==> src/sv/sem_pkg.sv <==
// Shared types and constants for the Sobel edge magnitude core.
// No dependencies; the interfaces, front end, back end and top level import this package.
package sem_pkg;

	localparam int DATA_W    = 8;     // gray, color and result width
	localparam int CFG_W     = 9;     // widest configuration register
	localparam int CFG_IDX_W = 1;     // configuration register index width
	localparam int SUM_W     = 10;    // width of a weighted 1,2,1 sum

	localparam logic [CFG_IDX_W-1:0] CFG_LINE_WIDTH = 1'd0;
	localparam logic [CFG_IDX_W-1:0] CFG_LINE_COUNT = 1'd1;

	localparam int DEF_MAX_WIDTH = 256;
	localparam int DEF_MAX_LINES = 256;
	localparam int CFG_RESET     = 256;   // reset value of both size registers
	localparam int MIN_SIZE      = 3;     // smallest usable row length or row count
	localparam int FIFO_DEPTH    = 4;

	// floor(s / 3) == (s * 683) >> 11 for every s below 2048
	localparam int GRAY_RECIP = 683;
	localparam int GRAY_SHIFT = 11;

	localparam int SAT_MAX = 255;

	// Per-pixel control flags handed from the front end to the back end.
	typedef struct packed {
		logic stored;    // line store entry at this column has been written before
		logic produce;   // pixel is interior and yields a result
		logic last;      // final interior pixel of the frame
	} sem_flags_t;

endpackage

==> src/sv/sem_if.sv <==
// Handshake channels of the Sobel edge magnitude core: pixel input and result output.
// Depends on sem_pkg for the payload widths.
interface sem_pix_if import sem_pkg::*; ();
	logic              valid;
	logic              ready;
	logic [DATA_W-1:0] red;
	logic [DATA_W-1:0] green;
	logic [DATA_W-1:0] blue;

	modport source (output valid, output red, output green, output blue, input ready);
	modport sink   (input valid, input red, input green, input blue, output ready);
endinterface


==> src/sv/sem_front.sv <==
// Front end: size registers, pixel acceptance, gray conversion and raster position tracking.
// Depends on sem_pkg and the pixel channel interface.
module sem_front import sem_pkg::*; #(
	parameter int MAX_WIDTH = DEF_MAX_WIDTH,
	parameter int MAX_LINES = DEF_MAX_LINES
) (
	input  logic                         clk,
	input  logic                         arst_n,
	input  logic                         cfg_we,
	input  logic [CFG_IDX_W-1:0]         cfg_index,
	input  logic [CFG_W-1:0]             cfg_data,
	sem_pix_if.sink                      pix,
	input  logic                         fifo_full,
	output logic                         push,
	output logic [$clog2(MAX_WIDTH)-1:0] addr,
	output logic [DATA_W-1:0]            gray,
	output sem_flags_t                   flags
);

	localparam int CW = $clog2(MAX_WIDTH);
	localparam int RW = $clog2(MAX_LINES);
	localparam int WLAST_RST = ((CFG_RESET > MAX_WIDTH) ? MAX_WIDTH : CFG_RESET) - 1;
	localparam int HLAST_RST = ((CFG_RESET > MAX_LINES) ? MAX_LINES : CFG_RESET) - 1;
	localparam int PROD_W = SUM_W + GRAY_SHIFT;

	logic [CW-1:0]     col_q;
	logic [RW-1:0]     row_q;
	logic [CW-1:0]     wlast_q;
	logic [RW-1:0]     hlast_q;
	logic [CW:0]       fill_q;
	logic [31:0]       cfg_ext;
	logic [31:0]       wlast_full;
	logic [31:0]       hlast_full;
	logic [SUM_W-1:0]  rgb_sum;
	logic [PROD_W-1:0] gray_prod;
	logic              end_col;
	logic              end_row;

	assign pix.ready = !fifo_full;
	assign push      = pix.valid && !fifo_full;

	// Size registers hold the clamped index of the last column and last row.
	always_comb begin
		cfg_ext = 32'(cfg_data);
		if (cfg_ext < 32'(MIN_SIZE)) begin
			wlast_full = 32'(MIN_SIZE - 1);
		end else if (cfg_ext > 32'(MAX_WIDTH)) begin
			wlast_full = 32'(MAX_WIDTH - 1);
		end else begin
			wlast_full = cfg_ext - 32'd1;
		end
		if (cfg_ext < 32'(MIN_SIZE)) begin
			hlast_full = 32'(MIN_SIZE - 1);
		end else if (cfg_ext > 32'(MAX_LINES)) begin
			hlast_full = 32'(MAX_LINES - 1);
		end else begin
			hlast_full = cfg_ext - 32'd1;
		end
	end

	assign rgb_sum   = SUM_W'(pix.red) + SUM_W'(pix.green) + SUM_W'(pix.blue);
	assign gray_prod = PROD_W'(rgb_sum) * PROD_W'(GRAY_RECIP);
	assign gray      = gray_prod[GRAY_SHIFT +: DATA_W];

	assign end_col = (col_q >= wlast_q);
	assign end_row = (row_q >= hlast_q);

	assign addr          = col_q;
	assign flags.stored  = ({1'b0, col_q} < fill_q);
	assign flags.produce = (row_q >= RW'(2)) && (col_q >= CW'(2));
	assign flags.last    = end_col && end_row;

	always_ff @(posedge clk or negedge arst_n) begin
		if (!arst_n) begin
			col_q   <= '0;
			row_q   <= '0;
			fill_q  <= '0;
			wlast_q <= CW'(WLAST_RST);
			hlast_q <= RW'(HLAST_RST);
		end else begin
			if (cfg_we) begin
				case (cfg_index)
					CFG_LINE_WIDTH: wlast_q <= wlast_full[CW-1:0];
					CFG_LINE_COUNT: hlast_q <= hlast_full[RW-1:0];
					default: ;
				endcase
			end
			if (push) begin
				// Columns are always visited upward from zero, so the written
				// entries of the line stores form one range starting at zero.
				if ({1'b0, col_q} >= fill_q) begin
					fill_q <= {1'b0, col_q} + 1'b1;
				end
				if (end_col) begin
					col_q <= '0;
					row_q <= end_row ? '0 : row_q + 1'b1;
				end else begin
					col_q <= col_q + 1'b1;
				end
			end
		end
	end

endmodule

==> src/flat_wrapper.sv <==
// flat-port wrapper written by rule: the top's interface ports become plain ports
module sem_front_flat import sem_pkg::*;
#(
	parameter int MAX_WIDTH = DEF_MAX_WIDTH,
	parameter int MAX_LINES = DEF_MAX_LINES
)
  (clk, arst_n, cfg_we, cfg_index, cfg_data, fifo_full, push, addr, gray, flags, pix_valid, pix_red, pix_green, pix_blue, pix_ready);
  sem_pix_if pix_i ();
  input  logic clk;
  input  logic arst_n;
  input  logic cfg_we;
  input  logic [CFG_IDX_W-1:0] cfg_index;
  input  logic [CFG_W-1:0] cfg_data;
  input  logic fifo_full;
  output logic push;
  output logic [$clog2(MAX_WIDTH)-1:0] addr;
  output logic [DATA_W-1:0] gray;
  output sem_flags_t flags;
  input wire logic [$bits(pix_i.valid)-1:0] pix_valid;
  input wire logic [$bits(pix_i.red)-1:0] pix_red;
  input wire logic [$bits(pix_i.green)-1:0] pix_green;
  input wire logic [$bits(pix_i.blue)-1:0] pix_blue;
  output wire logic [$bits(pix_i.ready)-1:0] pix_ready;
  assign pix_i.valid = pix_valid;
  assign pix_i.red = pix_red;
  assign pix_i.green = pix_green;
  assign pix_i.blue = pix_blue;
  assign pix_ready = pix_i.ready;
  sem_front #(.MAX_WIDTH(MAX_WIDTH), .MAX_LINES(MAX_LINES)) u_core (.clk(clk), .arst_n(arst_n), .cfg_we(cfg_we), .cfg_index(cfg_index), .cfg_data(cfg_data), .pix(pix_i), .fifo_full(fifo_full), .push(push), .addr(addr), .gray(gray), .flags(flags));
endmodule
==> config.mk <==
export PLATFORM = sky130hd
export DESIGN_NAME = sem_front_flat
export DESIGN_NICKNAME = d
export VERILOG_FILES = /design/src/sv/sem_pkg.sv /design/src/sv/sem_if.sv /design/src/sv/sem_front.sv /design/src/flat_wrapper.sv
export SDC_FILE = /design/constraint.sdc
export NUM_CORES = 1
export LEC_CHECK = 0
export BUFFER_PORTS_ARGS = -buffer_cell sky130_fd_sc_hd__buf_2
export CORE_UTILIZATION = 60
export CTS_CLUSTER_SIZE = 25
export DETAILED_ROUTE_END_ITERATION = 7
export GPL_TIMING_DRIVEN = 0
export HOLD_SLACK_MARGIN = 0.03
export PLACE_DENSITY = 0.82
export SYNTH_ARGS = -nofsm -noshare
export SYNTH_HDL_FRONTEND = slang
export SYNTH_SLANG_ARGS = --single-unit
export TNS_END_PERCENT = 5
==> constraint.sdc <==
create_clock -name clk -period 7.3 [get_ports clk]
set_input_delay 0.365 -clock clk [delete_from_list [all_inputs] [get_ports clk]]
set_output_delay 0.365 -clock clk [all_outputs]
set_load 0.03 [all_outputs]
==> metrics.cfg <==
[clocking]
cts_buffers = 5
cts_sinks = 41
clock_path_buffers = 2
cts_tree = done
path_clk_slew_ns = 0.09
clock_latency_ns = 0.31
holdBufCountCts = 0
cts-root-buf = clkbuf_8
h-tree-depth = 2

[yosys]
syn_inst = 549
synth.top_cells.by_area = ha_1 26%, dfrtp_1 12%, fa_1 8.7%
syn_area_sq_um = 5040
synth_cell_type_count = 66
avgSynthCellArea_sq_um = 9.18
syn-num-nets = 715
synth-edff-count = 0
ys_seq_area_share_pct = 20.7
async_flop_share_pct = 100
synth_ff_type = dfrtp_1
synth_top_area_share_pct = 26.1
ys.warnings.count = 0
synth_area_leader_cell = ha_1
synth_seq_cells = 41

[grt]
grt_pass1_wl_mm = 18.2
grt_pass1_vias = 4235
grtUsageTotal_pct = 25.7
antenna_found_initial = 0
grt_overflow = 0
grt_max_degree = 42

[timing]
fmax_mhz = 144
slew-limit-headroom_pct = 39.4
rsz0062_at_grt = no
min_period_ns = 6.94
skew_ns = 0.0124
worst_slew_pin_slew_ns = 0.909
finalHoldViolations = 0
finalCritPeriodShare_pct = 95.0
finalSetupViolCount = 0
slew_violations = 0

[drt]
via_per_inst = 5.70
drc_errors = 0
wl_per_cell_um = 14.4
drtIter0Drc = 192
drtPass1Iterations = 4
ant_nets = 0
wl_mm = 10.4
vias = 4112

[finish]
area_growth_pct = 12.2
instances_no_fill = 722
fillerInstances = 668
layout.nets = 782
final_layout_size_suffix_gt1_share_pct = 20.1
fin_util_pct = 69.2
antenna_cells = 0

[job]
max_cap_viol_count = 0

[floorplan]
fp.dieH_um = 93.7
die_w_um = 93.7
ios = 60
row_count = 33
initial_core_util_pct = 61.7
core_area_sq_um = 8180
dieArea_sq_um = 8770

[worst_setup_path]
crit_fanout = 4
critPathArrivalTime_ns = 6.57
reg2reg_from = u_core.addr[1]
cp-start-kind = input port
critPathKind = input port to primary output
rr_worst_depth = 9
critPathSlowestCell = fa_1
slowest_delay_ns = 0.51
critPathCaptureType = primary output
cp.required_ns = 6.93
rrSetupSlack_ns = 4.81
r2r-end = u_core.fill_q[0]

[placed_design]
dpl.cell_count = 713
gp_congestion = 0.874
portBuffers = 59
dp_hpwl_mm = 8.57

[status]
outcome = finished, final reports clean

[worst_hold_path]
min_path_type = input port to async pin

through the flow:
stage	cell area [sq um]	worst slack, ns	setup TNS (ns)	hold WS [ns]
global route	5660	0.000340	0	0.257
detailed placement	5470	-0.0202	-0.0202	0.456
CTS	5600	0.0494	0	0.220
global placement	5470	0.0758	0	0.455
finish	5660	0.364	0	0.175
floorplan	5040	0.461	0	0.0694
repair_timing:
| action | 4_1_cts | 5_1_grt |
|---|---|---|
| buffers inserted | 0 | 1 |
| resized for setup | 1 | 14 |
| endpoints found under the setup margin | 1 | 5 |
| cloned | 0 | 0 |
| pin swaps | 0 | 2 |
registers in the layout, indices dropped and copies added, names as in the netlist:
signal,flops
u_core.fill_q,9
u_core.hlast_q,8
u_core.addr,8
u_core.row_q,8
u_core.wlast_q,8
cells in the final DEF, fill, tap and decap left out, drive strengths merged, types with 3 or more instances in the layout:
cell | netlist | layout
o211ai | 4 | 4
clkbuf | 5 | 12
nand2b | 7 | 7
a21o | 10 | 10
dfstp | 16 | 16
nor2b | 5 | 5
xnor2 | 17 | 17
inv | 86 | 87
nor2 | 25 | 25
nand2 | 35 | 35
xor2 | 14 | 14
buf | 4 | 64
or4 | 3 | 3
o22ai | 3 | 3
a22o | 4 | 4
ha | 105 | 105
o31a | 3 | 3
o21ai | 39 | 39
nor4 | 5 | 5
nor3b | 3 | 3
mux2i | 7 | 7
mux2 | 9 | 9
a21oi | 27 | 27
nand4 | 3 | 3
o21bai | 5 | 5
nor3 | 9 | 9
o21a | 5 | 5
dfrtp | 25 | 25
fa | 22 | 22
a211o | 5 | 5
nand3 | 12 | 12
cell families after synthesis:
| logic type | count (synthesis) | synth area share, % |
|---|---|---|
| compound gates | 122 | 16.6 |
| xor+xnor | 31 | 5.53 |
| fa+ha+maj | 127 | 34.8 |
| buf+inv | 95 | 7.39 |
| flops | 41 | 20.7 |
| mux | 16 | 3.40 |
| simple gates | 117 | 11.6 |
worst max-delay path by stage:
stage,startpoint,end,slack [ns],cells after the start
CTS,pix_green[0],gray[7],0.05,28
global placement,pix_green[0],gray[7],0.08,28
floorplan,pix_green[0],gray[6],0.46,25
global route,pix_green[1],gray[7],0.0003,28
detailed placement,pix_green[0],gray[7],-0.02,28
finish,pix_green[0],gray[7],0.36,28
layer usage:
layer | GRT usage [%] | vias to the layer above | routed length (um)
met5 | 0 | - | 0
met4 | 6.79 | 0 | 112
met3 | 3.16 | 13 | 422
met2 | 47.6 | 106 | 5330
met1 | 31.4 | 1958 | 4550
li1 | - | 2035 | -
area by class of cell:
type	count	area [sq um]	share of cell area, %
Clock buffer	7	119	2.10
Inverter	86	323	5.71
Multi-Input combinational cell	413	3670	64.9
Buffer	9	50.0	0.885
Tap cell	105	131	2.32
Sequential cell	41	1050	18.5
Timing Repair Buffer	60	305	5.40
Clock inverter	1	8.76	0.155
Yosys cell counts (3+ instances only):
library cell	n
ha_1	105
inv_1	85
nand2_1	35
o21ai_0	31
dfrtp_1	25
nor2_1	25
a21oi_1	24
fa_1	22
dfstp_2	16
xnor2_1	16
xor2_1	14
nand3_1	12
mux2_2	8
nor3_1	8
a21o_1	7
mux2i_1	7
nand2b_1	7
o21ai_1	7
a211o_1	5
clkbuf_1	5
nor2b_1	5
nor4_1	5
o21a_1	5
o21bai_1	5
a22o_1	4
a21o_2	3
a21oi_2	3
nand4_1	3
o211ai_1	3
o31a_1	3
critical path: cells and delay by family:
kind / cells / cell delay (ns)
fa+ha+maj: 9 / 3.22
compound gates: 8 / 1.61
buf+inv: 7 / 0.65
simple gates: 2 / 0.36
xor+xnor: 2 / 0.36
Power is left out: the tool's default activity adds up to more than one toggle a clock period on the data nets, which glitch-free logic cannot reach.
