===== config.mk =====
export PLATFORM = sky130hd
export DESIGN_NAME = sem_back_flat
export DESIGN_NICKNAME = d
export VERILOG_FILES = /design/src/sv/sem_pkg.sv /design/src/sv/sem_if.sv /design/src/sv/sem_ram.sv /design/src/sv/sem_back.sv /design/src/flat_wrapper.sv
export SDC_FILE = /design/constraint.sdc
export NUM_CORES = 2
export LEC_CHECK = 0
export ABC_AREA = 1
export BUFFER_PORTS_ARGS = -buffer_cell sky130_fd_sc_hd__buf_2
export CAP_MARGIN = 20
export CORE_AREA = 2 2 598 600
export CTS_BUF_LIST = sky130_fd_sc_hd__clkbuf_2 sky130_fd_sc_hd__clkbuf_4 sky130_fd_sc_hd__clkbuf_8
export DETAILED_ROUTE_END_ITERATION = 8
export DIE_AREA = 0 0 600 602
export SETUP_SLACK_MARGIN = 0.3
export SKIP_LAST_GASP = 1
export SLEW_MARGIN = 15
export SYNTH_ARGS = -nofsm -noshare
export SYNTH_HDL_FRONTEND = slang
export SYNTH_HIERARCHICAL = 1
export SYNTH_MEMORY_MAX_BITS = 65536
export SYNTH_SLANG_ARGS = --single-unit
export TNS_END_PERCENT = 5

===== constraint.sdc =====
create_clock -name clk -period 6.3 [get_ports clk]
set_input_delay 0.63 -clock clk [delete_from_list [all_inputs] [get_ports clk]]
set_output_delay 0.63 -clock clk [all_outputs]
set_load 0.005 [all_outputs]

===== src/sv/sem_pkg.sv =====
// Shared types and constants for the Sobel edge magnitude core.
// No dependencies; the interfaces, front end, back end and top level import this package.
package sem_pkg;

	localparam int DATA_W    = 8;     // gray, color and result width
	localparam int CFG_W     = 9;     // widest configuration register
	localparam int CFG_IDX_W = 1;     // configuration register index width
	localparam int SUM_W     = 10;    // width of a weighted 1,2,1 sum

	localparam logic [CFG_IDX_W-1:0] CFG_LINE_WIDTH = 1'd0;
	localparam logic [CFG_IDX_W-1:0] CFG_LINE_COUNT = 1'd1;

	localparam int DEF_MAX_WIDTH = 256;
	localparam int DEF_MAX_LINES = 256;
	localparam int CFG_RESET     = 256;   // reset value of both size registers
	localparam int MIN_SIZE      = 3;     // smallest usable row length or row count
	localparam int FIFO_DEPTH    = 4;

	// floor(s / 3) == (s * 683) >> 11 for every s below 2048
	localparam int GRAY_RECIP = 683;
	localparam int GRAY_SHIFT = 11;

	localparam int SAT_MAX = 255;

	// Per-pixel control flags handed from the front end to the back end.
	typedef struct packed {
		logic stored;    // line store entry at this column has been written before
		logic produce;   // pixel is interior and yields a result
		logic last;      // final interior pixel of the frame
	} sem_flags_t;

endpackage


===== src/sv/sem_if.sv =====


interface sem_res_if import sem_pkg::*; ();
	logic              valid;
	logic              ready;
	logic [DATA_W-1:0] edge_res;
	logic              last;

	modport source (output valid, output edge_res, output last, input ready);
	modport sink   (input valid, input edge_res, input last, output ready);
endinterface


===== src/sv/sem_ram.sv =====
// Generic single-port-write, single-port-read RAM with a registered read.
// Depends on nothing; used for both line stores.
module sem_ram #(
	parameter int WIDTH = 8,
	parameter int DEPTH = 256
) (
	input  logic                     clk,
	input  logic                     we,
	input  logic [$clog2(DEPTH)-1:0] waddr,
	input  logic [WIDTH-1:0]         wdata,
	input  logic                     re,
	input  logic [$clog2(DEPTH)-1:0] raddr,
	output logic [WIDTH-1:0]         rdata
);

	logic [WIDTH-1:0] mem_q [DEPTH];

	always_ff @(posedge clk) begin
		if (we) begin
			mem_q[waddr] <= wdata;
		end
		if (re) begin
			rdata <= mem_q[raddr];
		end
	end

endmodule


===== src/sv/sem_back.sv =====
// Back end: line stores, 3x3 window, Sobel sums, magnitude and output register.
// Depends on sem_pkg, sem_ram and the result channel interface.
module sem_back import sem_pkg::*; #(
	parameter int MAX_WIDTH = DEF_MAX_WIDTH
) (
	input  logic                         clk,
	input  logic                         arst_n,
	input  logic                         fifo_empty,
	input  logic [$clog2(MAX_WIDTH)-1:0] addr,
	input  logic [DATA_W-1:0]            gray,
	input  sem_flags_t                   flags,
	output logic                         pop,
	sem_res_if.source                    res
);

	localparam int CW = $clog2(MAX_WIDTH);

	logic                adv;
	logic                valid_s1;
	logic [CW-1:0]       addr_s1;
	logic [DATA_W-1:0]   gray_s1;
	sem_flags_t          flags_s1;
	logic [DATA_W-1:0]   upper_rd;
	logic [DATA_W-1:0]   lower_rd;
	logic [DATA_W-1:0]   top;
	logic [DATA_W-1:0]   mid;
	logic                wr_en;

	logic                valid_s2;
	logic                produce_s2;
	logic                last_s2;
	logic [DATA_W-1:0]   win_s2 [9];

	logic                valid_s3;
	logic                last_s3;
	logic [SUM_W-1:0]    tsum_s3;
	logic [SUM_W-1:0]    bsum_s3;
	logic [SUM_W-1:0]    lsum_s3;
	logic [SUM_W-1:0]    rsum_s3;

	logic                valid_s4;
	logic                last_s4;
	logic [SUM_W-1:0]    dx_s4;
	logic [SUM_W-1:0]    dy_s4;
	logic [SUM_W-1:0]    dx;
	logic [SUM_W-1:0]    dy;
	logic [SUM_W:0]      mag;

	logic                out_valid_q;
	logic [DATA_W-1:0]   edge_q;
	logic                last_q;

	// The whole back end moves in lockstep whenever the output slot can take a value.
	assign adv   = !out_valid_q || res.ready;
	assign pop   = adv && !fifo_empty;
	assign wr_en = adv && valid_s1;

	// Entries never written since reset read as zero.
	assign top = flags_s1.stored ? upper_rd : '0;
	assign mid = flags_s1.stored ? lower_rd : '0;

	sem_ram #(.WIDTH(DATA_W), .DEPTH(MAX_WIDTH)) u_upper (
		.clk   (clk),
		.we    (wr_en),
		.waddr (addr_s1),
		.wdata (mid),
		.re    (adv),
		.raddr (addr),
		.rdata (upper_rd)
	);

	sem_ram #(.WIDTH(DATA_W), .DEPTH(MAX_WIDTH)) u_lower (
		.clk   (clk),
		.we    (wr_en),
		.waddr (addr_s1),
		.wdata (gray_s1),
		.re    (adv),
		.raddr (addr),
		.rdata (lower_rd)
	);

	always_comb begin
		dx  = (tsum_s3 >= bsum_s3) ? tsum_s3 - bsum_s3 : bsum_s3 - tsum_s3;
		dy  = (rsum_s3 >= lsum_s3) ? rsum_s3 - lsum_s3 : lsum_s3 - rsum_s3;
		mag = {1'b0, dx_s4} + {1'b0, dy_s4};
	end

	// Payload stages.
	always_ff @(posedge clk) begin
		if (adv) begin
			addr_s1  <= addr;
			gray_s1  <= gray;
			flags_s1 <= flags;
			if (valid_s1) begin
				for (int k = 0; k < 3; k++) begin
					win_s2[k*3 + 0] <= win_s2[k*3 + 1];
					win_s2[k*3 + 1] <= win_s2[k*3 + 2];
				end
				win_s2[2] <= top;
				win_s2[5] <= mid;
				win_s2[8] <= gray_s1;
			end
			produce_s2 <= flags_s1.produce;
			last_s2    <= flags_s1.last;
			tsum_s3 <= SUM_W'(win_s2[0]) + SUM_W'({win_s2[1], 1'b0}) + SUM_W'(win_s2[2]);
			bsum_s3 <= SUM_W'(win_s2[6]) + SUM_W'({win_s2[7], 1'b0}) + SUM_W'(win_s2[8]);
			lsum_s3 <= SUM_W'(win_s2[0]) + SUM_W'({win_s2[3], 1'b0}) + SUM_W'(win_s2[6]);
			rsum_s3 <= SUM_W'(win_s2[2]) + SUM_W'({win_s2[5], 1'b0}) + SUM_W'(win_s2[8]);
			last_s3 <= last_s2;
			dx_s4   <= dx;
			dy_s4   <= dy;
			last_s4 <= last_s3;
			edge_q  <= (mag > (SUM_W + 1)'(SAT_MAX)) ? DATA_W'(SAT_MAX) : mag[DATA_W-1:0];
			last_q  <= last_s4;
		end
	end

	// Stage valid bits.
	always_ff @(posedge clk or negedge arst_n) begin
		if (!arst_n) begin
			valid_s1    <= 1'b0;
			valid_s2    <= 1'b0;
			valid_s3    <= 1'b0;
			valid_s4    <= 1'b0;
			out_valid_q <= 1'b0;
		end else if (adv) begin
			valid_s1    <= !fifo_empty;
			valid_s2    <= valid_s1;
			valid_s3    <= valid_s2 && produce_s2;
			valid_s4    <= valid_s3;
			out_valid_q <= valid_s4;
		end
	end

	assign res.valid    = out_valid_q;
	assign res.edge_res = edge_q;
	assign res.last     = last_q;

endmodule


===== src/flat_wrapper.sv =====
// flat-port wrapper written by rule: the top's interface ports become plain ports
module sem_back_flat import sem_pkg::*;
#(
	parameter int MAX_WIDTH = DEF_MAX_WIDTH
)
  (clk, arst_n, fifo_empty, addr, gray, flags, pop, res_valid, res_edge_res, res_last, res_ready);
  sem_res_if res_i ();
  input  logic clk;
  input  logic arst_n;
  input  logic fifo_empty;
  input  logic [$clog2(MAX_WIDTH)-1:0] addr;
  input  logic [DATA_W-1:0] gray;
  input  sem_flags_t flags;
  output logic pop;
  output wire logic [$bits(res_i.valid)-1:0] res_valid;
  output wire logic [$bits(res_i.edge_res)-1:0] res_edge_res;
  output wire logic [$bits(res_i.last)-1:0] res_last;
  input wire logic [$bits(res_i.ready)-1:0] res_ready;
  assign res_valid = res_i.valid;
  assign res_edge_res = res_i.edge_res;
  assign res_last = res_i.last;
  assign res_i.ready = res_ready;
  sem_back #(.MAX_WIDTH(MAX_WIDTH)) u_core (.clk(clk), .arst_n(arst_n), .fifo_empty(fifo_empty), .addr(addr), .gray(gray), .flags(flags), .pop(pop), .res(res_i));
endmodule

==> results_dict.tcl <==
set metrics [dict create \
    portion_of_netlist_area_occupied_by_mux_cells 0 \
    post_drt_via_cell_ratio 5.706 \
    number_of_placed_i_o_pins 34 \
    detailedRoute.firstPassIterationCount 6 \
    ys_flop_type "edfxtp_1" \
    share_clk_of_total_power 0.344 \
    power.share.sequential 0.512 \
    floorplan.core_area_um2 354800 \
    setup_repair_after_global_routing_missed_its_margin "no" \
    cell_internal_pwr_w 0.04784 \
    ys_ff_latch 4281 \
    cts.repair_timing.setup_buffer_count 0 \
    vias 115150 \
    finClkSkew_ns 0.05373 \
    dominant_combinational_cell_family_by_area_after_synthesis "simple AND/OR/NAND/NOR gates" \
    number_of_antenna_violations_at_the_first_check_in_global_routing 5 \
    worstSetupStartpointType "register" \
    fin_hold_ws_ns 0.1621 \
    hold_viol 0 \
    cts_hold_repair.buffers 17 \
    areaGrowthSynthToFinish_pct 9.281 \
    gpl.final_weighted_congestion 0.8724 \
    post_synth_and_or_nand_nor_area_fraction 0.2254 \
    crit-reg2reg-launch "u_core/addr_s1[5]" \
    yosys.area_share.adder 0.01012 \
    placement_rows 219 \
    ant_nets 0 \
    clock_sink_count 4281 \
    post_synth_most_frequent_cells "nand2_1, edfxtp_1, nand3_1, nor2_1, buf_2" \
    grt_usage 0.2619 \
    postSynth.asyncResetShare 0.001168 \
    buffers_added_on_ports 33 \
    ir_drop_mv 0.2521 \
    clock_insertion_delay_worst_skew_ns 1.20 \
    synth_warnings 6 \
    fin_total_pwr_w 0.06619 \
    cap_violations 0 \
    totalNegativeSetupSlack_ns 0 \
    dp_cells 18943 \
    cts-htree-levels 6 \
    max-slew-margin-rel 0.1814 \
    drtIter0Drc 12642 \
    syn-num-nets 15121 \
    timing.hold.worst.class "input port to register" \
    synth-seq-area-share 0.7261 \
    grt_max_degree 200 \
    post_synth_num_cell_types 39 \
    final_core_area_utilization 0.5451 \
    postCtsResizedCells 0 \
    r2r_setup_slack_ns 2.43 \
    syn_inst 14977 \
    top_cells_by_area_synth "edfxtp_1, nand3_1, nand2_1" \
    timing.final.setup_violations 0 \
    critPathRequiredTime_ns 7.08 \
    power_leakage_nw 68.30 \
    grt_pass1_vias 109938 \
    power_per_cell_area_nw_per_um2 342.2 \
    clk_transition_reported_paths_ns 0.06 \
    combinationalPowerShare 0.144 \
    post_route_cells_drive_above_1_share 0.08360 \
    tightestPinTransition_ns 1.224 \
    endpoint_kind "register" \
    area.sequential_um2 128500 \
    worst-r2r-cell-count 4 \
    wirelength_um 480900 \
    timing.hold.worst_path_depth 1 \
    critical_path_class "register to register" \
    globalRoute.totalOverflow 0 \
    die_x_um 600 \
    cts-buffers-inserted 684 \
    yosys.area_share.xor_xnor 0.002177 \
    maximum_count_of_clock_buffers_along_a_single_path 4 \
    die_height_um 602 \
    run_status "completed" \
    achievable-frequency_mhz 258.6 \
    cts_tree "done" \
    fin_cells 20179 \
    yosys.area.top_type_share 0.7254 \
    critPathMaxFanout 16 \
    grt_first_pass_wirelength_um 711700 \
    synthesis.area_um2 177000 \
    synth-edff-count 4276 \
    design.die.area_um2 361200 \
    post_synth.cell_area_avg_um2 11.82 \
    multiInputGateArea_um2 42680 \
    arrival_ns 4.65 \
    final_nets 15039 \
    avgRoutedWirePerCell_um 23.83 \
    finalCriticalPeriod_ns 3.867 \
    yosys.cell_count.top_type "nand2_1" \
    synth.largest_area_cell "edfxtp_1" \
    synth-compound-area-share 0.003011 \
    min_from "addr[2]" \
    regToRegEndpoint "u_core/u_lower/mem_q[169][5]" \
    switchingPower_w 0.01835 \
    start_util 0.4988 \
    root_buf_cell "clkbuf_8" \
    power_switching_share 0.2773 \
    route.detailed.drc 0 \
    holdPathEnd "u_core/addr_s1[2]" \
    final.period_utilization 0.6138 \
    filler_cell_count 30065 \
    timing.final.max_slew_violations 0 \
    post-dp-hpwl_um 260600 \
]
-- cell type report --
cell class | count | share of cell area
Sequential cell | 4281 | 0.6645
Multi-Input combinational cell | 9484 | 0.2207
Clock buffer | 913 | 0.05778
Tap cell | 4751 | 0.03073
Timing Repair Buffer | 210 | 0.01217
Clock inverter | 297 | 0.008862
Inverter | 234 | 0.005214
Antenna cell | 9 | 0.0001164
-- cells by family (layout without fill, tap and decap cells) --
kind of cell / count (synthesis) / in the layout
AO/OA/AOI/OAI: 90 / 90
XOR/XNOR: 44 / 44
adder cells (fa/ha/maj): 121 / 121
buffers and inverters: 1212 / 1654
flip-flops: 4281 / 4281
other: 0 / 9
AND/OR/NAND/NOR: 9229 / 9229
-- layer usage --
metal  GRT usage  up-vias  part of all wire
li1            -    52880                 -
met5           0        -                 0
met4     0.09867        0             0.037
met2      0.4168     4822              0.47
met3     0.03962      882             0.076
met1      0.3653    56566              0.42
-- power by group through the flow --
stage               sequential, W  clock (W)  combinational [W]
global placement           0.0344          0            0.00941
global route               0.0339     0.0244             0.0106
detailed placement         0.0345          0            0.00950
floorplan                  0.0349          0            0.00588
finish                     0.0339     0.0228            0.00955
CTS                        0.0339     0.0232            0.00954
-- state kept, by name, summed over array words and instances (netlist names), 10 cells and up --
register and flops:
u_core/dy_s4 10, u_core/rsum_s3 10, u_core/tsum_s3 10, u_core/bsum_s3 10, u_core/u_upper/mem_q 2048, u_core/u_lower/mem_q 2048
u_core/dx_s4 10, u_core/win_s2 72, u_core/lsum_s3 10
-- placed cells by master, fill, tap and decap left out, types with 5 or more instances in the layout --
cell type,instances
bufinv_16,9
fa_1,37
inv_1,215
a21oi_1,47
clkbuf_4,222
inv_6,27
clkinv_1,182
nor2_1,594
clkinvlp_4,13
buf_12,62
nand3_1,4083
clkbuf_8,691
xor2_1,35
xnor2_1,9
nor2_4,5
dlygate4sd3_1,17
edfxtp_1,4276
a21o_1,5
buf_2,27
inv_8,22
clkinv_2,53
o21ai_1,6
diode_2,9
o21bai_1,7
o21ai_0,13
nand4_1,17
nand2_1,4483
buf_4,100
ha_1,84
nand2_2,30
dfrtp_1,5
-- critical path, cell delays in order (launching register included) --
cell and delay, ns:
edfxtp_1 0.77, inv_1 0.08, nor2_1 0.76, nand3_1 0.87, nor2_1 0.97
-- per-stage QoR --
stage / cell area [µm²] / setup slack (ns)
after floorplan: 177000 / 0.8352
after global placement: 180300 / 2.236
after detailed placement: 180300 / 2.272
after CTS: 193400 / 2.587
after global routing: 193400 / 2.401
final: 193400 / 2.433
-- how the worst max path moves through the flow --
stage,cells after the start,slack (ns),endpoint,startpoint
floorplan,6,0.84,u_core/u_lower/mem_q[162][0],res_ready
global placement,12,2.24,u_core/u_lower/rdata[4],addr[1]
detailed placement,12,2.27,u_core/u_lower/rdata[5],addr[1]
CTS,4,2.59,u_core/u_lower/mem_q[161][7],u_core/addr_s1[5]
global route,6,2.40,u_core/u_upper/mem_q[16][1],u_core/res.valid
finish,4,2.43,u_core/u_lower/mem_q[169][5],u_core/addr_s1[5]
No activity file was read; power rests on OpenSTA's default activity.
