## src/sv/sem_fifo.sv

```systemverilog
// Short register FIFO that decouples the pixel front end from the filter back end.
// Depends on nothing; the entry is an opaque vector.
module sem_fifo #(
	parameter int WIDTH = 8,
	parameter int DEPTH = 4
) (
	input  logic             clk,
	input  logic             arst_n,
	input  logic             push,
	input  logic [WIDTH-1:0] din,
	output logic             full,
	input  logic             pop,
	output logic [WIDTH-1:0] dout,
	output logic             empty
);

	localparam int PW = (DEPTH > 1) ? $clog2(DEPTH) : 1;
	localparam int NW = $clog2(DEPTH + 1);

	logic [WIDTH-1:0] entry_q [DEPTH];
	logic [PW-1:0]    wptr_q;
	logic [PW-1:0]    rptr_q;
	logic [NW-1:0]    count_q;
	logic             do_push;
	logic             do_pop;

	assign full    = (count_q == NW'(DEPTH));
	assign empty   = (count_q == '0);
	assign do_push = push && !full;
	assign do_pop  = pop && !empty;
	assign dout    = entry_q[rptr_q];

	always_ff @(posedge clk) begin
		if (do_push) begin
			entry_q[wptr_q] <= din;
		end
	end

	always_ff @(posedge clk or negedge arst_n) begin
		if (!arst_n) begin
			wptr_q  <= '0;
			rptr_q  <= '0;
			count_q <= '0;
		end else begin
			if (do_push) begin
				wptr_q <= (wptr_q == PW'(DEPTH - 1)) ? '0 : wptr_q + 1'b1;
			end
			if (do_pop) begin
				rptr_q <= (rptr_q == PW'(DEPTH - 1)) ? '0 : rptr_q + 1'b1;
			end
			case ({do_push, do_pop})
				2'b10:   count_q <= count_q + 1'b1;
				2'b01:   count_q <= count_q - 1'b1;
				default: count_q <= count_q;
			endcase
		end
	end

endmodule

```

## config.mk

```make
export PLATFORM = sky130hd
export DESIGN_NAME = sem_fifo
export DESIGN_NICKNAME = d
export VERILOG_FILES = /design/src/sv/sem_fifo.sv
export SDC_FILE = /design/constraint.sdc
export NUM_CORES = 1
export LEC_CHECK = 0
export ABC_CLOCK_PERIOD_IN_PS = 3150
export BUFFER_PORTS_ARGS = -buffer_cell sky130_fd_sc_hd__buf_2
export CORE_MARGIN = 5
export CORE_UTILIZATION = 59
export DETAILED_ROUTE_END_ITERATION = 10
export PLACE_DENSITY = 0.84
export REMOVE_ABC_BUFFERS = 1
export SKIP_LAST_GASP = 1
export SLEW_MARGIN = 20
export SYNTH_ARGS = -nofsm -noshare
export SYNTH_HDL_FRONTEND = slang
export SYNTH_SLANG_ARGS = --single-unit
```

## constraint.sdc

```tcl
create_clock -name clk -period 3.15 [get_ports clk]
set_input_delay 0.63 -clock clk [delete_from_list [all_inputs] [get_ports clk]]
set_output_delay 0.63 -clock clk [all_outputs]
set_load 0.05 [all_outputs]
```

==> flow_summary.yaml, run 1 <==
worst_setup_path:
  critPathRequiredTime_ns: 2.52
  crit_path_start_kind: "flip-flop"
  crit-reg2reg-launch: "count_q[0]"
  critical_path_arrival_ns: 1.87
  timing_worst_setup_path_type: "flip-flop to output pin"
  critical_path_peak_fanout: 11
  endpoint_kind: "output pin"
  setup.worst_path.start: "rptr_q[0]"
  r2r_setup_slack_ns: 0.93
logic_synthesis:
  netlist_area_mm2: 0.00161
  syn-mean-instance-area_um2: 19.4
  synth.ff_latch_count: 39
  post_synth_num_cell_types: 19
  synth.yosys.seq_area_share_pct: 70.5
  yosysWarnings: 0
  post_synth_inst_count: 83
floorplanning:
  top_level_ports: 22
  initial_core_util_pct: 60.0
  die_h_um: 62.3
  die_area_mm2: 0.00388
  fp.coreArea_mm2: 0.00269
  fp.dieW_um: 62.3
  core.rowCount: 19
timing:
  fmax_mhz: 399
  number_of_slew_limit_violations_in_the_final_report: 0
  worst_pin_slew_ns: 0.578
  total_negative_slack_ns: 0
  rsz0062_at_grt: "no"
  final-setup-viol-count: 0
  final_period_minus_worst_setup_slack_ns: 2.50
  worst_slew_margin_rel_pct: 61.4
  final_hold_vios: 0
  clock-skew-final_ns: 0.00654
  min_period_over_period_pct: 79.5
clock_tree:
  tritoncts_clock_tree: "done"
  ctsRootBufferMaster: "sky130_fd_sc_hd__clkbuf_4"
  ctsHoldBuffers: 0
  cts_num_sinks: 39
  cts_made_buffers: 5
  clk_path_buf_depth: 2
  cts.htree.levels: 2
  cts_resized: 0
  postCtsSetupRepairBufs: 0
  clock_insertion_delay_worst_skew_ns: 0.35
  cts.reportedPaths.clkPinSlew_ns: 0.11
layout:
  num-nets-final: 128
  design_area_mm2: 0.00183
  layout-drive-gt1-share_pct: 42.7
  area_growth_syn_to_layout_pct: 13.7
  fillers: 178
  antenna_cells: 0
job:
  max_cap_viol_count: 0
drt:
  wl_per_cell_um: 17.6
  remaining_drc_errors: 0
  drt-vias-per-instance: 5.57
  wl_um: 2480
  vias: 785
  ant_nets: 0
  detail_route.iter0.violations: 24
  dr.pass1.iters: 4
power:
  peakVddDrop_v: 0.000713
  leakage_power_nw: 0.737
  power_density_mw_per_mm2: 1060
global_route:
  gr-usage-met3_pct: 4.68
  grt_antenna_before_repair: 0
  grt_pass1_wl_um: 4120
  vias_in_the_first_global_route: 868
  grt_start_max_net_pins: 13
  top_usage_layer: "met2"
  global_route.usage.met2_pct: 22.8
  globalRoute.totalOverflow: 0
  grtUsageTotal_pct: 14.3
  gr-usage-met1_pct: 16.2
placement:
  place.gp.congestion: 0.686
  placed_cell_area_mm2: 0.00175
  port_buffers: 21
worst_hold_path:
  hold_class: "input pin to asynchronous set/reset pin"
status:
  status: "completed"
==> critical path: stages (launching register included) <==
cell	delay, ns
sky130_fd_sc_hd__dfrtp_1	0.72
sky130_fd_sc_hd__mux4_2	0.58
sky130_fd_sc_hd__buf_2	0.23
==> stage by stage <==
| stage | setup WS, ns | std cells | utilization (%) | power (mW) | hold slack [ns] |
|---|---|---|---|---|---|
| floorplan | 0.436 | 81 | - | 1.43 | 0.334 |
| detailed placement | 0.935 | 133 | 65.0 | 1.61 | 0.473 |
| global route | 0.527 | 141 | 68.2 | 2.04 | 0.0824 |
| finish | 0.646 | 141 | 68.2 | 1.94 | 0.0950 |
| CTS | 0.585 | 141 | 68.2 | 1.96 | 0.0919 |
| global placement | 1.02 | 133 | 65.0 | 1.58 | 0.470 |
==> path summary, 6_finish.rpt <==
check / endpoint / cells after the start
worst max-delay path: dout[3] / 2
worst min-delay path: count_q[1] / 1
worst max register to register: count_q[2] / 9
worst min register to register: count_q[0] / 1
max in group asynchronous: wptr_q[1] / 1
min in group clk: entry_q[0][5] / 1
==> flip-flops by register name, summed over array words and instances, names as in the netlist <==
signal and flops:
rptr_q 2, count_q 3, wptr_q 2, entry_q 32
==> layout make-up <==
class                           instances  area [µm²]  area share, %
Sequential cell                        39        1140           62.0
Inverter                                8        30.0           1.64
Clock buffer                            6        51.3           2.80
Multi-Input combinational cell         34         437           23.8
Timing Repair Buffer                   21         105           5.73
Clock inverter                          2        35.0           1.91
Tap cell                               31        38.8           2.12
==> power breakdown <==
| part | switching, mW | leakage (nW) | internal, mW |
|---|---|---|---|
| Clock | 0.158 | 0.0482 | 0.188 |
| Combinational | 0.483 | 0.313 | 0.297 |
| Sequential | 0.112 | 0.375 | 0.697 |
| Total | 0.753 | 0.737 | 1.18 |
==> synth_stat cells (all sizes together) <==
library cell | n | area share [%]
and3 | 4 | 1.9
nor3 | 1 | 0.31
mux2 | 4 | 3.3
dfrtp | 7 | 11
and2 | 1 | 0.54
inv | 8 | 1.9
nand2b | 1 | 0.39
xor2 | 2 | 1.1
ha | 6 | 4.7
mux4 | 8 | 11
buf | 2 | 0.54
fa | 1 | 1.2
or3b | 1 | 0.70
nor2 | 3 | 0.70
xnor2 | 1 | 0.54
mux2i | 1 | 0.62
edfxtp | 32 | 60
==> per-layer routing <==
metal / wire length, µm / up-vias
met5: 0 / -
met4: 78 / 0
met3: 103 / 7
met2: 1270 / 19
met1: 1020 / 397
li1: - / 362
==> kinds of logic (layout without fill, tap and decap cells) <==
kind of cell / Yosys count / count (layout) / share of synthesized area [%]
XOR/XNOR: 3 / 3 / 1.63
adder cells (fa/ha/maj): 7 / 7 / 5.90
buffers and inverters: 10 / 37 / 2.41
flip-flops: 39 / 39 / 70.5
multiplexers: 13 / 13 / 15.1
AND/OR/NAND/NOR: 11 / 11 / 4.50
==> placed cells by master, fill, tap and decap left out, drive strengths merged, types with 2 or more instances in the layout <==
| master | instances |
|---|---|
| nor2 | 3 |
| inv | 8 |
| and3 | 4 |
| mux2 | 4 |
| mux4 | 8 |
| dfrtp | 7 |
| clkbuf | 6 |
| xor2 | 2 |
| edfxtp | 32 |
| ha | 6 |
| buf | 21 |
Power figures use the tool's default switching activity.
==> inputs of run 2 (changes only) <==
--- a/config.mk
+++ b/config.mk
@@ -5,12 +5,13 @@
 export SDC_FILE = /design/constraint.sdc
 export NUM_CORES = 1
 export LEC_CHECK = 0
-export ABC_CLOCK_PERIOD_IN_PS = 3150
+export ABC_AREA = 1
+export ABC_CLOCK_PERIOD_IN_PS = 2300
 export BUFFER_PORTS_ARGS = -buffer_cell sky130_fd_sc_hd__buf_2
 export CORE_MARGIN = 5
-export CORE_UTILIZATION = 59
+export CORE_UTILIZATION = 51
 export DETAILED_ROUTE_END_ITERATION = 10
-export PLACE_DENSITY = 0.84
+export PLACE_DENSITY = 0.76
 export REMOVE_ABC_BUFFERS = 1
 export SKIP_LAST_GASP = 1
 export SLEW_MARGIN = 20
==> constraint.sdc (replaced) <==
create_clock -name clk -period 2.3 [get_ports clk]
set_input_delay 0.46 -clock clk [delete_from_list [all_inputs] [get_ports clk]]
set_output_delay 0.46 -clock clk [all_outputs]
set_load 0.05 [all_outputs]
==> flow_summary.yaml, run 2 <==
status:
  status: "completed"
logic_synthesis:
  post_synth_most_frequent_cells: "sky130_fd_sc_hd__nand2_1 (38), sky130_fd_sc_hd__edfxtp_1 (32), sky130_fd_sc_hd__inv_1 (32)"
  post_synth_num_cell_types: 16
  synthFlopType: "sky130_fd_sc_hd__edfxtp_1"
  synth.ff_latch_count: 39
  synth_edf_count: 32
  synth_async_sr_flop_share_pct: 17.9
  yosysWarnings: 0
  synth.yosys.seq_area_share_pct: 64.0
  syn-mean-instance-area_um2: 11.5
  yosys.cell_count.top_type: "sky130_fd_sc_hd__nand2_1"
  yosys.area.top_type_share_pct: 54.2
  synth_top_area_cell: "sky130_fd_sc_hd__edfxtp_1"
  synth.top_cells.by_area: "sky130_fd_sc_hd__edfxtp_1 (54%), sky130_fd_sc_hd__dfrtp_1 (9.9%), sky130_fd_sc_hd__nand2_1 (8.0%)"
  post_synth_inst_count: 154
  netlist_area_mm2: 0.00177
power:
  switchingPower_mw: 1.28
  clock_power_share_pct: 15.5
  switching_share_pct: 45.3
  power.share.combinational_pct: 47.9
  leakage_power_nw: 0.914
  peakVddDrop_v: 0.000692
  seq_power_share_pct: 36.7
  power.internal_mw: 1.54
  power_density_mw_per_mm2: 1400
worst_setup_path:
  critPathRequiredTime_ns: 1.84
  crit_path_cell_trace: "buf_4 > o211ai_1 > nand2_1 > buf_2"
  timing_worst_setup_path_type: "flip-flop to output pin"
  endpoint_kind: "output pin"
  critPathMaxStageDelay_ns: 0.43
  crit_path_start_kind: "flip-flop"
  rr_worst_depth: 10
  cp_slowest_cell: "sky130_fd_sc_hd__dfrtp_1"
  critical_path_arrival_ns: 1.61
  critical_path_peak_fanout: 32
drt:
  wl_um: 3060
  vias: 1145
  remaining_drc_errors: 0
  detail_route.iter0.violations: 58
  wl_per_cell_um: 13.3
  dr.pass1.iters: 4
  drt-vias-per-instance: 4.96
  ant_nets: 0
global_route:
  grtUsageTotal_pct: 15.4
  grt_antenna_before_repair: 0
  grt_start_max_net_pins: 33
  globalRoute.totalOverflow: 0
  vias_in_the_first_global_route: 1213
  grt_pass1_wl_um: 5060
floorplanning:
  die_h_um: 69.0
  core.rowCount: 21
  top_level_ports: 22
  fp.coreArea_mm2: 0.00336
  fp.dieW_um: 69.0
  die_area_mm2: 0.00476
  initial_core_util_pct: 52.8
layout:
  largest_register: "entry_q"
  final_common_cell: "sky130_fd_sc_hd__nand2_1"
  antenna_cells: 0
  reg_top3: "entry_q: 32 flops, count_q: 3 flops"
  area_growth_syn_to_layout_pct: 13.4
  design_area_mm2: 0.00201
  fillers: 306
  sequential_cell_area_mm2: 0.00114
  num-nets-final: 203
  layout-drive-gt1-share_pct: 20.5
  post_route_insts_no_fill: 231
  most-common-layout-cells: "sky130_fd_sc_hd__nand2_1 (38), sky130_fd_sc_hd__inv_1 (32), sky130_fd_sc_hd__edfxtp_1 (32)"
  multiInputGateArea_um2: 462
  largest_reg_flops: 32
clock_tree:
  clk_path_buf_depth: 2
  tritoncts_clock_tree: "done"
  cts.htree.levels: 2
  ctsRootBufferMaster: "sky130_fd_sc_hd__clkbuf_4"
  cts.reportedPaths.clkPinSlew_ns: 0.11
  cts_num_sinks: 39
  cts_made_buffers: 5
  clock_insertion_delay_worst_skew_ns: 0.34
placement:
  place.detailed.instances: 222
  pre_cts_ws_ns: 0.472
  place_hpwl_um: 2200
  place.gp.congestion: 0.745
  port_buffers: 21
  placed_cell_area_mm2: 0.00193
timing:
  worst_pin_slew_ns: 0.306
  worst_slew_margin_rel_pct: 79.6
  clock-skew-final_ns: 0.00472
  number_of_slew_limit_violations_in_the_final_report: 0
  final-setup-viol-count: 0
  min_period_over_period_pct: 89.8
  final_period_minus_worst_setup_slack_ns: 2.07
  fmax_mhz: 484
  post-route-worst-setup-slack_ns: 0.235
  worst_hold_slack_ns: 0.325
  final_hold_vios: 0
  rsz0062_at_grt: "no"
  total_negative_slack_ns: 0
worst_hold_path:
  hold_class: "input pin to flip-flop"
  whs_path_depth: 1
job:
  max_cap_viol_count: 0
-- run 2: cell types whose count changed in the layout (fill, tap and decap cells not counted), moves of 2 or more --
cell / previous run / this run
sky130_fd_sc_hd__nand2_1: 0 / 38
sky130_fd_sc_hd__inv_1: 8 / 32
sky130_fd_sc_hd__o211ai_1: 0 / 15
sky130_fd_sc_hd__mux4_2: 8 / 0
sky130_fd_sc_hd__buf_4: 0 / 6
sky130_fd_sc_hd__nand3_1: 0 / 5
sky130_fd_sc_hd__and3_2: 4 / 0
sky130_fd_sc_hd__nor2_1: 3 / 6
sky130_fd_sc_hd__mux2_2: 2 / 0
sky130_fd_sc_hd__mux2_4: 2 / 0
sky130_fd_sc_hd__nand3_2: 0 / 2
sky130_fd_sc_hd__xor2_1: 2 / 0
-- run 2: cell type report --
| type | count | share of cell area [%] |
|---|---|---|
| Inverter | 32 | 5.97 |
| Clock buffer | 5 | 1.87 |
| Timing Repair Buffer | 28 | 7.96 |
| Clock inverter | 3 | 1.93 |
| Multi-Input combinational cell | 78 | 22.9 |
| Tap cell | 46 | 2.86 |
| Sequential cell | 39 | 56.5 |
-- run 2: repair_timing --
item | 4_1_cts | 5_1_grt
hold buffers | 1 | 0
resized for setup | 0 | 0
setup buffers | 0 | 0
endpoints found under the hold margin | 7 | 0
-- run 2: through the flow --
step / util [%] / power (mW)
6_report: 59.8 / 2.82
2_1_floorplan: - / 2.04
5_1_grt: 59.8 / 3.03
3_5_place_dp: 57.3 / 2.42
4_1_cts: 59.8 / 2.86
3_3_place_gp: 57.3 / 2.35
-- run 2: final timing paths --
path	to	slack (ns)	startpoint
max in group asynchronous	wptr_q[1]	1.66	arst_n
max reg2reg	count_q[2]	0.47	count_q[1]
min	entry_q[1][0]	0.33	din[0]
min in group asynchronous	count_q[1]	0.47	arst_n
max	dout[2]	0.23	rptr_q[0]
min reg2reg	count_q[0]	0.49	count_q[0]
-- run 2: worst max-delay path: cells and delay by family (launching register included) --
kind	cells	cell delay (ns)
flip-flops	1	0.43
buffers and inverters	2	0.59
AND/OR/NAND/NOR	1	0.08
AO/OA/AOI/OAI	1	0.15
-- run 2: per-layer routing --
| metal | global-route usage [%] | vias to the layer above | part of all wire, % |
|---|---|---|---|
| met5 | 0 | - | 0 |
| met4 | 6.57 | 0 | 1.8 |
| met3 | 5.02 | 6 | 5.5 |
| met2 | 29.4 | 23 | 54 |
| met1 | 14.8 | 547 | 39 |
| li1 | - | 569 | - |
-- run 2: kinds of logic (layout without fill, tap and decap cells) --
kind of cell	after synthesis	in the layout	share of synthesized area, %
and+or+nand+nor	53	53	12.8
DFF	39	39	64.0
buffers and inverters	37	68	9.94
AOI/OAI and AO/OA	17	17	7.33
adders and majority gates	7	7	5.36
xor gates and xnor gates	1	1	0.494
-- run 2: power groups by stage --
stage                     Sequential [mW]  Clock [mW]  Combinational (mW)
after floorplan                      1.09           0               0.949
after global placement               1.03           0                1.31
after detailed placement             1.05           0                1.37
after CTS                            1.03       0.451                1.37
after global routing                 1.05       0.483                1.49
final                                1.03       0.436                1.35
==> inputs of run 3 (changes only) <==
--- a/config.mk
+++ b/config.mk
@@ -7,11 +7,11 @@
 export LEC_CHECK = 0
 export ABC_AREA = 1
 export ABC_CLOCK_PERIOD_IN_PS = 2300
-export BUFFER_PORTS_ARGS = -buffer_cell sky130_fd_sc_hd__buf_2
 export CORE_MARGIN = 5
-export CORE_UTILIZATION = 51
+export CORE_UTILIZATION = 55
 export DETAILED_ROUTE_END_ITERATION = 10
-export PLACE_DENSITY = 0.76
+export DONT_BUFFER_PORTS = 1
+export PLACE_DENSITY = 0.75
 export REMOVE_ABC_BUFFERS = 1
 export SKIP_LAST_GASP = 1
 export SLEW_MARGIN = 20
==> flow_summary.yaml, run 3 (synthesis results as in run 2) <==
drt:
  drt-vias-per-instance: 5.17
  dr.pass1.iters: 4
  wl_um: 2960
  ant_nets: 0
  remaining_drc_errors: 0
  detail_route.iter0.violations: 113
  wl_per_cell_um: 14.0
  vias: 1091
power:
  seq_power_share_pct: 37.0
  clock_power_share_pct: 16.3
  power.internal_mw: 1.51
  leakage_power_nw: 0.846
  switchingPower_mw: 1.25
  report.power.total_mw: 2.76
  switching_share_pct: 45.4
  power.share.combinational_pct: 46.7
  peakVddDrop_v: 0.000724
  power_density_mw_per_mm2: 1430
layout:
  most-common-layout-cells: "sky130_fd_sc_hd__nand2_1 (38), sky130_fd_sc_hd__inv_1 (32), sky130_fd_sc_hd__edfxtp_1 (32)"
  largest_reg_flops: 32
  multiInputGateArea_um2: 462
  post_route_insts_no_fill: 211
  sequential_cell_area_mm2: 0.00114
  reg_top3: "entry_q: 32 flops, count_q: 3 flops"
  fillers: 244
  num-nets-final: 185
  final_common_cell: "sky130_fd_sc_hd__nand2_1"
  layout-drive-gt1-share_pct: 12.6
  antenna_cells: 0
  area_growth_syn_to_layout_pct: 8.89
  largest_register: "entry_q"
timing:
  total_negative_slack_ns: 0
  fmax_mhz: 496
  final-setup-viol-count: 0
  number_of_slew_limit_violations_in_the_final_report: 0
  final_hold_vios: 0
  worst_slew_margin_rel_pct: 68.1
  worst_pin_slew_ns: 0.477
  clock-skew-final_ns: 0.00781
  rsz0062_at_grt: "no"
  final_period_minus_worst_setup_slack_ns: 2.02
  min_period_over_period_pct: 87.7
worst_setup_path:
  endpoint_kind: "output pin"
  critical_path_arrival_ns: 1.56
  timing_worst_setup_path_type: "flip-flop to output pin"
  critPathMaxStageDelay_ns: 0.44
  timing.critical_path.max_delay_family: "flip-flops"
  timing.critical_path.buf_inv: 1
  cp_slowest_cell: "sky130_fd_sc_hd__dfrtp_1"
  crit-reg2reg-launch: "count_q[1]"
  rr_worst_depth: 10
  critical_path_peak_fanout: 8
  critPathRequiredTime_ns: 1.84
  r2r_setup_slack_ns: 0.47
  crit_path_start_kind: "flip-flop"
  rr_endpoint: "count_q[2]"
  crit_path_cell_trace: "inv_1 > o211ai_1 > nand2_1"
clock_tree:
  cts.reportedPaths.clkPinSlew_ns: 0.12
  cts_made_buffers: 5
  cts.htree.levels: 2
  ctsRootBufferMaster: "sky130_fd_sc_hd__clkbuf_4"
  clk_path_buf_depth: 2
  clock_insertion_delay_worst_skew_ns: 0.33
  cts_num_sinks: 39
  tritoncts_clock_tree: "done"
  postCtsSetupRepairBufs: 0
global_route:
  vias_in_the_first_global_route: 1110
  grtUsageTotal_pct: 16.4
  global_route.usage.met2_pct: 26.4
  top_usage_layer: "met2"
  gr-usage-met1_pct: 20.1
  globalRoute.totalOverflow: 0
  grt_pass1_wl_um: 5240
  grt_start_max_net_pins: 36
  grt_antenna_before_repair: 0
  gr-usage-met3_pct: 4.89
floorplanning:
  initial_core_util_pct: 57.6
  top_level_ports: 22
  fp.dieW_um: 66.8
  die_area_mm2: 0.00446
  fp.coreArea_mm2: 0.00308
  core.rowCount: 20
  die_h_um: 66.8
status:
  status: "completed"
worst_hold_path:
  whs_path_depth: 0
  timing.hold.worst_endpoint: "entry_q[0][7]"
  min_from: "din[7]"
  hold_class: "input pin to flip-flop"
placement:
  place.detailed.instances: 202
  place_hpwl_um: 2090
  place.gp.congestion: 0.777
  port_buffers: 0
job:
  max_cap_viol_count: 0
[run 3: changes by cell type in the layout (fill, tap and decap cells not counted), sizes merged]
cell,before,now
buf,27,9
[run 3: final cells by class]
cell class / instances / share of cell area (%)
clock buffer: 5 / 1.94
tap: 44 / 2.85
inverter: 32 / 6.22
timing repair buffer: 10 / 4.02
multi-input combinational: 78 / 23.9
sequential: 39 / 58.8
clock inverter: 3 / 2.27
[run 3: worst max-delay path by stage]
| stage | start | endpoint | cells past startpoint |
|---|---|---|---|
| after global placement | count_q[1] | count_q[2] | 10 |
| after detailed placement | count_q[0] | count_q[2] | 10 |
| after floorplan | rptr_q[0] | dout[0] | 2 |
| after CTS | rptr_q[1] | dout[5] | 3 |
| final | rptr_q[1] | dout[5] | 3 |
| after global routing | rptr_q[0] | dout[7] | 3 |
[run 3: what timing repair did]
action	CTS	global route
gates resized for setup	0	0
hold endpoints to repair	7	0
hold buffers	1	0
[run 3: layer usage]
layer  vias to the layer above  wire (µm)
met1                       530       1310
met3                         4        159
li1                        531          -
met5                         -          0
met4                         0         51
met2                        26       1440
[run 3: power groups by stage]
stage	combinational (mW)	sequential, mW	clock (mW)
2_1_floorplan	0.949	1.09	0
3_3_place_gp	1.26	1.03	0
3_5_place_dp	1.31	1.04	0
4_1_cts	1.31	1.02	0.464
5_1_grt	1.42	1.04	0.502
6_report	1.29	1.02	0.451
[run 3: metrics by stage]
stage / setup slack (ns) / hold slack [ns] / instance area, µm² / util [%]
after floorplan: 0.459 / 0.164 / 1720 / -
after global placement: 0.583 / 0.165 / 1840 / 59.8
after detailed placement: 0.497 / 0.165 / 1840 / 59.8
after CTS: 0.248 / 0.195 / 1930 / 62.8
after global routing: 0.160 / 0.173 / 1930 / 62.8
final: 0.283 / 0.210 / 1930 / 62.8
